===== src/rtl/frt_pkg.sv =====
`timescale 1ns / 1ps
// ----------------------------------------------------------------------------
// frt_pkg
// shared types, widths and constants of the fragment reassembly tracker
// ----------------------------------------------------------------------------
package frt_pkg;

  localparam int TS_W  = 64;  // frame timestamp
  localparam int FLD_W = 16;  // header fields and stride register
  localparam int LEN_W = 22;  // offsets and frame length
  localparam int PROD_W = 2 * FLD_W;

  localparam int DEF_MAX_FRAGMENTS = 64;
  localparam int HEADER_BYTES      = 20;

  localparam logic [FLD_W-1:0] MAX_BODY_LENGTH_RESET = 16'd1400;

  typedef enum logic [1:0] {
    STATUS_NEW       = 2'd0,
    STATUS_DUPLICATE = 2'd1,
    STATUS_LEN_ERR   = 2'd2,
    STATUS_RANGE_ERR = 2'd3
  } status_t;

  // one parsed fragment header
  typedef struct packed {
    logic [TS_W-1:0]  frame_timestamp;
    logic [FLD_W-1:0] fragment_index;
    logic [FLD_W-1:0] fragment_count;
    logic [FLD_W-1:0] body_length;
    logic [FLD_W-1:0] received_length;
  } frag_t;

  // header checks and products, independent of tracking state
  typedef struct packed {
    logic             len_err;
    logic             range_err;
    logic [LEN_W-1:0] offset;
    logic [LEN_W-1:0] last_length;
  } class_t;

  // one result item
  typedef struct packed {
    status_t          status;
    logic [LEN_W-1:0] write_offset;
    logic             frame_done;
    logic [LEN_W-1:0] frame_length;
    logic [TS_W-1:0]  frame_timestamp;
  } result_t;

endpackage


===== src/rtl/frt_classify.sv =====
`timescale 1ns / 1ps
// ----------------------------------------------------------------------------
// frt_classify
// header sanity checks, body write offset and candidate frame length
// ----------------------------------------------------------------------------
module frt_classify #(
  parameter int MAX_FRAGMENTS = frt_pkg::DEF_MAX_FRAGMENTS
) (
  input  frt_pkg::frag_t                frag,
  input  logic [frt_pkg::FLD_W-1:0]     max_body_length,
  output frt_pkg::class_t               cls
);

  localparam logic [frt_pkg::FLD_W:0] MAX_CNT = (frt_pkg::FLD_W + 1)'(MAX_FRAGMENTS);
  localparam logic [frt_pkg::FLD_W:0] HDR     = (frt_pkg::FLD_W + 1)'(frt_pkg::HEADER_BYTES);

  logic [frt_pkg::FLD_W:0]    total_len;
  logic [frt_pkg::FLD_W-1:0]  cnt_m1;
  logic [frt_pkg::PROD_W-1:0] offset_prod;
  logic [frt_pkg::PROD_W-1:0] last_prod;
  logic [frt_pkg::PROD_W-1:0] last_sum;

  assign total_len = HDR + {1'b0, frag.body_length};
  assign cnt_m1    = frag.fragment_count - 1'b1;

  assign offset_prod = frag.fragment_index * max_body_length;
  assign last_prod   = cnt_m1 * max_body_length;
  assign last_sum    = last_prod + {{frt_pkg::FLD_W{1'b0}}, frag.body_length};

  always_comb begin
    cls.len_err     = total_len != {1'b0, frag.received_length};
    cls.range_err   = (frag.fragment_count == '0) ||
                      ({1'b0, frag.fragment_count} > MAX_CNT) ||
                      (frag.fragment_index >= frag.fragment_count);
    cls.offset      = offset_prod[frt_pkg::LEN_W-1:0];
    cls.last_length = last_sum[frt_pkg::LEN_W-1:0];
  end

endmodule


===== src/rtl/frt_tracker.sv =====
`timescale 1ns / 1ps
// ----------------------------------------------------------------------------
// frt_tracker
// per-frame seen bitmap, seen count and latched length; builds the result
// ----------------------------------------------------------------------------
module frt_tracker #(
  parameter int MAX_FRAGMENTS = frt_pkg::DEF_MAX_FRAGMENTS
) (
  input  logic            clk,
  input  logic            rst,
  input  logic            advance,
  input  frt_pkg::frag_t  frag,
  input  frt_pkg::class_t cls,
  output frt_pkg::result_t res
);

  localparam int IDX_W = (MAX_FRAGMENTS > 1) ? $clog2(MAX_FRAGMENTS) : 1;
  localparam int CNT_W = $clog2(MAX_FRAGMENTS + 1);

  logic [frt_pkg::TS_W-1:0]  tracked_timestamp;
  logic                      tracking_valid;
  logic [MAX_FRAGMENTS-1:0]  seen_flags;
  logic [CNT_W-1:0]          seen_total;
  logic [frt_pkg::LEN_W-1:0] pending_length;

  logic [IDX_W-1:0]          idx_sel;
  logic                      restart;
  logic                      flag_hit;
  logic                      is_last;
  logic [frt_pkg::LEN_W-1:0] pending_eff;
  logic [CNT_W-1:0]          total_new;
  logic                      done;
  logic                      bad;

  assign idx_sel  = frag.fragment_index[IDX_W-1:0];
  assign bad      = cls.len_err || cls.range_err;
  assign restart  = !tracking_valid || (tracked_timestamp != frag.frame_timestamp);
  assign flag_hit = !restart && seen_flags[idx_sel];
  assign is_last  = frag.fragment_index == (frag.fragment_count - 1'b1);
  assign pending_eff = is_last ? cls.last_length : (restart ? '0 : pending_length);
  assign total_new   = (restart ? '0 : seen_total) + 1'b1;
  assign done = (frt_pkg::FLD_W + 1)'(total_new) == {1'b0, frag.fragment_count};

  always_comb begin
    res = '0;
    priority if (cls.len_err) begin
      res.status = frt_pkg::STATUS_LEN_ERR;
    end else if (cls.range_err) begin
      res.status = frt_pkg::STATUS_RANGE_ERR;
    end else if (flag_hit) begin
      res.status       = frt_pkg::STATUS_DUPLICATE;
      res.write_offset = cls.offset;
    end else begin
      res.status       = frt_pkg::STATUS_NEW;
      res.write_offset = cls.offset;
      res.frame_done   = done;
      if (done) begin
        res.frame_length    = pending_eff;
        res.frame_timestamp = frag.frame_timestamp;
      end
    end
  end

  always_ff @(posedge clk) begin
    if (rst) begin
      tracked_timestamp <= '0;
      tracking_valid    <= 1'b0;
      seen_flags        <= '0;
      seen_total        <= '0;
      pending_length    <= '0;
    end else if (advance && !bad && !flag_hit) begin
      tracked_timestamp <= frag.frame_timestamp;
      if (done) begin
        // frame complete, drop all tracking
        tracking_valid <= 1'b0;
        seen_flags     <= '0;
        seen_total     <= '0;
        pending_length <= '0;
      end else begin
        tracking_valid <= 1'b1;
        seen_flags     <= (restart ? '0 : seen_flags) | (MAX_FRAGMENTS'(1) << idx_sel);
        seen_total     <= total_new;
        pending_length <= pending_eff;
      end
    end
  end

endmodule


===== src/rtl/fragment_frame_reassembly_tracker_core.sv =====
`timescale 1ns / 1ps
// ----------------------------------------------------------------------------
// fragment_frame_reassembly_tracker_core
// tracks fragments of one frame and reports buffer offsets and completion
// ----------------------------------------------------------------------------
// usage
//   fragment channel: one parsed header per request (fragment_valid /
//   fragment_stall); result channel: one result per request (result_valid /
//   result_stall). the receiver of each channel drives its stall.
//   cfg_write_enable loads cfg_write_data into the stride register
//   (max body length); write it only while no request is in flight.
// pipeline
//   a request taken into the input register is checked and tracked in one
//   pass of logic, and its result is registered in the output register; one
//   request per cycle is sustained while result_stall is low.
//   the pass holds two 16x16 multiplies and the bitmap test and update.
// stall
//   a stalled result holds in the output register; the input register keeps
//   accepting until it is also full, then fragment_stall rises (it follows
//   result_stall combinationally, so no request is lost or repeated).
// reset
//   rst clears the pipeline, the bitmap, seen count and latched length, and
//   sets the stride to 1400.
// ----------------------------------------------------------------------------
module fragment_frame_reassembly_tracker_core #(
  parameter int MAX_FRAGMENTS = frt_pkg::DEF_MAX_FRAGMENTS
) (
  input  logic                      clk,
  input  logic                      rst,
  // configuration
  input  logic                      cfg_write_enable,
  input  logic [frt_pkg::FLD_W-1:0] cfg_write_data,
  // fragment header requests
  input  logic                      fragment_valid,
  output logic                      fragment_stall,
  input  logic [frt_pkg::TS_W-1:0]  frame_timestamp_in,
  input  logic [frt_pkg::FLD_W-1:0] fragment_index,
  input  logic [frt_pkg::FLD_W-1:0] fragment_count,
  input  logic [frt_pkg::FLD_W-1:0] body_length,
  input  logic [frt_pkg::FLD_W-1:0] received_length,
  // results
  output logic                      result_valid,
  input  logic                      result_stall,
  output logic [1:0]                status,
  output logic [frt_pkg::LEN_W-1:0] write_offset,
  output logic                      frame_done,
  output logic [frt_pkg::LEN_W-1:0] frame_length,
  output logic [frt_pkg::TS_W-1:0]  frame_timestamp_out
);

  // stride register
  logic [frt_pkg::FLD_W-1:0] max_body_length;

  // input register
  logic           in_valid;
  frt_pkg::frag_t in_frag;

  // output register
  frt_pkg::result_t result;

  frt_pkg::class_t  cls;
  frt_pkg::result_t res_next;
  logic             out_load;
  logic             advance;

  assign out_load       = !result_valid || !result_stall;
  assign advance        = in_valid && out_load;
  assign fragment_stall = in_valid && !out_load;

  always_ff @(posedge clk) begin
    if (rst) begin
      max_body_length <= frt_pkg::MAX_BODY_LENGTH_RESET;
    end else if (cfg_write_enable) begin
      max_body_length <= cfg_write_data;
    end
  end

  // input register loads whenever it is empty or draining
  always_ff @(posedge clk) begin
    if (rst) begin
      in_valid <= 1'b0;
    end else if (!fragment_stall) begin
      in_valid <= fragment_valid;
    end
  end

  always_ff @(posedge clk) begin
    if (!fragment_stall && fragment_valid) begin
      in_frag.frame_timestamp <= frame_timestamp_in;
      in_frag.fragment_index  <= fragment_index;
      in_frag.fragment_count  <= fragment_count;
      in_frag.body_length     <= body_length;
      in_frag.received_length <= received_length;
    end
  end

  // header checks and multiplies
  frt_classify #(
    .MAX_FRAGMENTS(MAX_FRAGMENTS)
  ) u_classify (
    .frag           (in_frag),
    .max_body_length(max_body_length),
    .cls            (cls)
  );

  // bitmap and frame state, updated as the request moves to the output
  frt_tracker #(
    .MAX_FRAGMENTS(MAX_FRAGMENTS)
  ) u_tracker (
    .clk    (clk),
    .rst    (rst),
    .advance(advance),
    .frag   (in_frag),
    .cls    (cls),
    .res    (res_next)
  );

  // output register
  always_ff @(posedge clk) begin
    if (rst) begin
      result_valid <= 1'b0;
    end else if (out_load) begin
      result_valid <= in_valid;
    end
  end

  always_ff @(posedge clk) begin
    if (advance) begin
      result <= res_next;
    end
  end

  assign status              = result.status;
  assign write_offset        = result.write_offset;
  assign frame_done          = result.frame_done;
  assign frame_length        = result.frame_length;
  assign frame_timestamp_out = result.frame_timestamp;

endmodule

===== config.mk =====
export PLATFORM = sky130hd
export DESIGN_NAME = fragment_frame_reassembly_tracker_core
export DESIGN_NICKNAME = d
export VERILOG_FILES = /design/src/rtl/frt_pkg.sv /design/src/rtl/frt_classify.sv /design/src/rtl/frt_tracker.sv /design/src/rtl/fragment_frame_reassembly_tracker_core.sv
export SDC_FILE = /design/constraint.sdc
export NUM_CORES = 2
export LEC_CHECK = 0
export ABC_AREA = 1
export BUFFER_PORTS_ARGS = -buffer_cell sky130_fd_sc_hd__buf_2
export CAP_MARGIN = 0
export CORE_AREA = 2 2 203 305
export CTS_CLUSTER_SIZE = 40
export DETAILED_ROUTE_END_ITERATION = 8
export DIE_AREA = 0 0 205 307
export PLACE_DENSITY_LB_ADDON = 0.08
export SLEW_MARGIN = 20
export SYNTH_ARGS = -nofsm -noshare
export SYNTH_HDL_FRONTEND = slang
export SYNTH_SLANG_ARGS = --single-unit

===== constraint.sdc =====
create_clock -name clk -period 6.6 [get_ports clk]
set_clock_uncertainty 0.2 [all_clocks]
set_input_delay 0.66 -clock clk [delete_from_list [all_inputs] [get_ports clk]]
set_output_delay 0.66 -clock clk [all_outputs]
set_load 0.02 [all_outputs]

Yosys cells after proc, flatten, opt, wreduce, memory -nomap -nowiden. Cells that the tools add are included.

Register bits after elaboration: 415. Latch bits: 0. Memory bits (writable): 0. Memory bits (read-only): 0. Word-level logic and storage cells: 70. Memories kept: 0.

Add/subtract/negate cells: 4. $mul: 2. Div/mod/pow operators: 0. Order comparisons: 3. Equal/unequal tests: 4. Shift operators: 1. Muxes and demuxes: 12. Bitwise operators: 2. Reductions and logical operators: 23.

Operator list (count): $mux W64 (2); $mux W22 (3); $ne A64 B64 Y1 (1); $or A64 B64 Y64 (1); $shl A1 B6 Y64 const A (1); $mul A16 B16 Y22 (2); $mux W23 (1); $add A22 B16 Y22 (1); $add A5 B16 Y17 const A (1); $ne A17 B16 Y1 (1); $eq A16 B16 Y1 (1); $eq A7 B16 Y1 (1); $ge A16 B16 Y1 (1); $gt A16 B7 Y1 const B (1); $logic_not A16 Y1 (1); $sub A16 B1 Y16 const B (1); $mux W7 (2); $logic_not A1 Y1 (8); $add A7 B1 Y7 const B (1); $lt A6 B7 Y1 const B (1); $bmux W1 S6 (1); $logic_and A1 B1 Y1 (6); $logic_or A1 B1 Y1 (5); $reduce_or A4 Y1 (1); other kinds (4) (6).

Longest topological paths before layout.
Depth in word-level cells: 7. Gate-level depth with buffers: 37.

Hierarchy. From an unflattened synthesis, not the netlist that was laid out.

Cell total of the unflattened synthesis: 4196. Area, all modules: 33654.8 µm².

Modules (own cells, without submodules): frt_classify (instances 1, cells an instance 1973, area an instance 14724.1 µm², seq. area each 0.0 µm²); frt_tracker (instances 1, cells an instance 1903, area an instance 11116.9 µm², seq. area each 3163.0 µm²); fragment_frame_reassembly_tracker_core (instances 1, cells an instance 320, area an instance 7813.7 µm², seq. area each 7537.2 µm²).

Least setup slack after synthesis. Ideal clock, no wire load.

Path type: flip-flop to flip-flop. Start point: reg in_frag[32] in the netlist's numbering. End point: reg result (netlist bit frame_length[21]), data pin. Arrival time: 6.405 ns. Path slack: -0.263 ns. Stages on the path, launching flop included: 31. Path buffers: 1. Clock period less this slack: 6.863 ns. Cell sequence: edfxtp_1 -> inv_2 -> ha_1 -> inv_1 -> o21ai_0 -> nand2_1 -> inv_1 -> clkbuf_1 -> nand2_1 -> fa_1 -> inv_1 -> fa_1 -> inv_1 -> fa_1 -> inv_1 -> fa_1 -> fa_1 -> inv_1 -> fa_1 -> inv_1 -> ha_1 -> a21oi_1 -> o21ai_0 -> a221oi_1 -> nand2_1 -> nand2_1 -> nand2_1 -> a21oi_1 -> nand3_1 -> a21oi_1 -> nor3_1.

Cells in the longest elaborated chain, start to end: 4.

Ends and longest elaborated chain: start, declared (line fragment_frame_reassembly_tracker_core.sv:56) `frt_pkg::frag_t in_frag;`; $sub A16 B1 Y16 (tied with other cells) (line frt_classify.sv:24, frt_tracker.sv:39); $mul A16 B16 Y22 or $logic_or A1 B1 Y1 (tied branches) (line frt_classify.sv:27, frt_classify.sv:32); $add A22 B16 Y22 or $logic_or A1 B1 Y1 (tied branches) (line frt_classify.sv:28, frt_classify.sv:33); $mux W22 or $reduce_or A4 Y1 (tied branches); end signal, assigned (line fragment_frame_reassembly_tracker_core.sv:129) `result <= res_next;`; end, declared (line fragment_frame_reassembly_tracker_core.sv:59) `frt_pkg::result_t result;`.

Parallel ways exist; a longest one is shown, timed or not. A chain may end at the register's enable or synchronous reset.

Worst setup path after layout.
Start point: reg in_frag[38] in the netlist's numbering. End point: reg u_tracker.pending_length[21] in the netlist's numbering.

Cells in the longest elaborated chain, start to end: 7.

Ends and longest elaborated chain: parallel branches: the longest is 7 deep, another holds $mul A16 B16 Y22; end signal, assigned (line frt_tracker.sv:83) `pending_length <= pending_eff;`; end, declared (line frt_tracker.sv:24) `logic [frt_pkg::LEN_W-1:0] pending_length;`.

Parallel ways; which one is timed is not known.

==> flow_metrics.py <==
metrics = {
    "placement": {
        "placed_area_um2": 36080,
        "dpl.cell_count": 5118,
        "hpwlAfterDp_um": 76530,
        "gpl.final_weighted_congestion": 0.9916,
        "place_worst_setup_slack_ps": -312.6,
        "io_buffers": 261,
    },
    "routing": {
        "routed_via_density": 5.326,
        "drtIter0Drc": 1663,
        "antenna_left": 0,
        "drt_pre_antenna_iters": 5,
        "drc": 0,
        "wl_per_cell_um": 19.10,
        "wl_um": 100600,
        "detailroute.via_count": 28060,
    },
    "synthesis": {
        "yosys_warnings": 0,
        "synth.lib_cells_used.distinct": 57,
        "synthesis.nets": 4659,
        "synth_area_um2": 32890,
        "synth-seq-cells": 415,
        "post_synth_inst_count": 4045,
        "synth-edff-count": 239,
        "synth.avg_cell_area_um2": 8.130,
        "seq_area_frac_synth": 0.3254,
        "yosys_most_used_dff": "edfxtp_1",
        "postSynth.asyncResetShare": 0,
    },
    "status": {
        "status": "finished with violations",
        "violations": "negative setup slack",
    },
    "floorplan": {
        "die_h_um": 307,
        "core.rowCount": 111,
        "floorplan.initialDensity": 0.5431,
        "floorplan.die.width_um": 205,
        "die-area_um2": 62940,
        "core_region_area_um2": 60550,
        "io-pin-count": 262,
    },
    "critical_path": {
        "worst_setup_path_start_kind": "flip-flop",
        "worstSetupEndpointType": "flip-flop",
        "crit_path_max_incr_delay_ps": 560,
        "worstPathMaxFanout": 5,
        "crit_path_top_delay_cell": "fa_1",
        "timing.critical_path.required_ps": 6930,
        "crit_type": "reg2reg",
        "crit_arrival_ps": 6980,
        "timing.critical_path.mode_cell": "nand2_2",
    },
    "finish": {
        "register_area_um2": 10700,
        "finish.instance_area_um2": 38960,
        "mostFrequentLayoutCell": "nand2_1",
        "num-fill-cells": 5369,
        "multi_input_comb_area_um2": 19070,
        "area_growth_pct": 18.45,
        "stdcell_count": 5269,
        "nets": 5059,
        "highest_count_cells_in_the_layout_ignoring_fill_and_taps": "nand2_1 (902), inv_1 (730), fa_1 (309)",
        "post_route_cells_drive_above_1_share": 0.1852,
    },
    "pwr": {
        "irDropWorstVdd_mv": 1.102,
        "pwrdens_nw_per_um2": 494.7,
        "total_power_mw": 19.27,
        "static_leakage_power_nw": 18.23,
    },
    "sta": {
        "period_share": 1.008,
        "layout_min_cycle_time_ps": 6650,
        "timing.final.max_slew_violations": 0,
        "finalSetupViolCount": 7,
        "setup_ws_ps": -49.74,
        "timing_worst_slew_pin_value_ps": 933.9,
        "grt_setup_unrepaired": "yes",
        "hold_vio_cnt_final": 0,
        "fin_hold_ws_ps": 28.37,
        "achievable-frequency_mhz": 150.4,
        "max-slew-margin-rel": 0.3767,
    },
    "flow_run": {
        "max-cap-violations": 0,
    },
    "global_route": {
        "first_pass_grt_wire_length_um": 154000,
        "total_global_routing_overflow": 0,
        "grt_pass1_vias": 28070,
        "grt_util_all_layers": 0.3224,
        "grt_max_degree": 88,
        "antenna_violations_before_repair": 3,
    },
    "clock_tree": {
        "cts-root-buf": "clkbuf_16",
        "clock_transition_at_the_registers_of_the_reported_paths_ps": 70,
        "cts_max_path_bufs": 3,
        "tritoncts": "done",
        "insertion_delay_ps": 630,
        "clock_sinks": 415,
        "cts_made_buffers": 41,
        "htree_levels": 2,
    },
    "min_path": {
        "hold_class": "in2reg",
    },
}
==> logic make-up (layout without fill, tap and decap cells) <==
kind of cell,after synthesis,after routing,share of synthesized area
AND/OR/NAND/NOR,1593,1593,0.2006
buffers and inverters,989,1421,0.1175
AO/OA/AOI/OAI,489,489,0.08206
adder cells (fa/ha/maj),465,465,0.2495
flip-flops,415,415,0.3254
XOR/XNOR,94,94,0.02503
other,0,1,0
==> cells in the mapped netlist (5+ instances only) <==
master,number,share of area
o211ai_1,7,0.0016
nand4_1,28,0.0053
nand2_2,8,0.0015
inv_2,43,0.0049
a32o_1,13,0.0040
nand3b_1,9,0.0021
xnor2_1,48,0.013
buf_2,46,0.0070
o21ai_0,137,0.021
xor2_1,46,0.012
a22o_1,10,0.0027
edfxtp_1,239,0.22
nor3_1,23,0.0035
clkinv_1,7,0.00080
a21oi_1,246,0.037
nor2_1,318,0.036
or2_2,5,0.00095
fa_1,318,0.19
ha_1,147,0.056
dfxtp_1,176,0.11
inv_1,757,0.086
clkbuf_1,109,0.012
o21ai_1,17,0.0026
buf_1,11,0.0013
o22ai_1,28,0.0053
nor2_2,27,0.0051
buf_6,9,0.0031
nand2_1,945,0.11
buf_4,7,0.0016
nand3_1,207,0.032
==> state kept, by name (all words and copies together) (netlist names) <==
register	cells
frame_done	1
u_tracker.seen_flags	64
max_body_length	16
frame_timestamp_out	64
write_offset	22
in_frag	128
in_valid	1
frame_length	22
u_tracker.seen_total	7
result_valid	1
u_tracker.tracked_timestamp	64
status	2
u_tracker.pending_length	22
u_tracker.tracking_valid	1
==> routing by layer <==
layer | GRT usage | share of wire | up-vias
met3 | 0.04292 | 0.058 | 278
met5 | 0 | 0.00021 | -
met1 | 0.3711 | 0.37 | 13490
met4 | 0.1707 | 0.060 | 4
met2 | 0.5783 | 0.51 | 935
li1 | - | - | 13350
==> through the flow <==
step | utilization | setup TNS, ps
2_1_floorplan | - | 0
3_3_place_gp | 0.5959 | -1659
3_5_place_dp | 0.5959 | -1917
4_1_cts | 0.6294 | -35.81
5_1_grt | 0.6433 | -3490
6_report | 0.6433 | -128.3
==> worst paths after layout <==
check	slack [ps]	start	end	cells after the start
hold reg to reg	260	u_tracker.seen_flags[52]	u_tracker.seen_flags[52]	2
setup reg to reg	-50	in_frag[38]	u_tracker.pending_length[21]	33
setup / recovery	-50	in_frag[38]	u_tracker.pending_length[21]	33
hold / removal	30	fragment_index[7]	in_frag[55]	1
==> cell type report <==
cell class / count / area share
tap: 791 / 0.02541
antenna: 1 / 0.00006424
clock inverter: 21 / 0.005524
sequential: 415 / 0.2747
timing repair buffer: 539 / 0.09603
multi-input combinational: 2641 / 0.4895
clock buffer: 54 / 0.03032
inverter: 807 / 0.07846
==> critical path: cells and delay by family (launching register included) <==
| kind | cells | cell delay (ps) |
|---|---|---|
| AO/OA/AOI/OAI | 3 | 600 |
| AND/OR/NAND/NOR | 15 | 1280 |
| flip-flops | 1 | 470 |
| adder cells (fa/ha/maj) | 7 | 3320 |
| buffers and inverters | 8 | 680 |
==> power breakdown <==
group          switching [mW]  total (mW)  internal (mW)
clock network            1.10        2.46           1.36
logic                    7.66        13.9           6.25
registers              0.0699        2.90           2.83
==> repair_timing <==
item / 4_1_cts / 5_1_grt
hold buffers: 28 / 0
gates cloned: 1 / 0
endpoints found under the hold margin: 28 / 0
resized for setup: 67 / 160
setup endpoints to repair: 19 / 24
pin swaps: 27 / 86
setup buffers: 18 / 29
No activity file was read; power rests on OpenSTA's default activity.
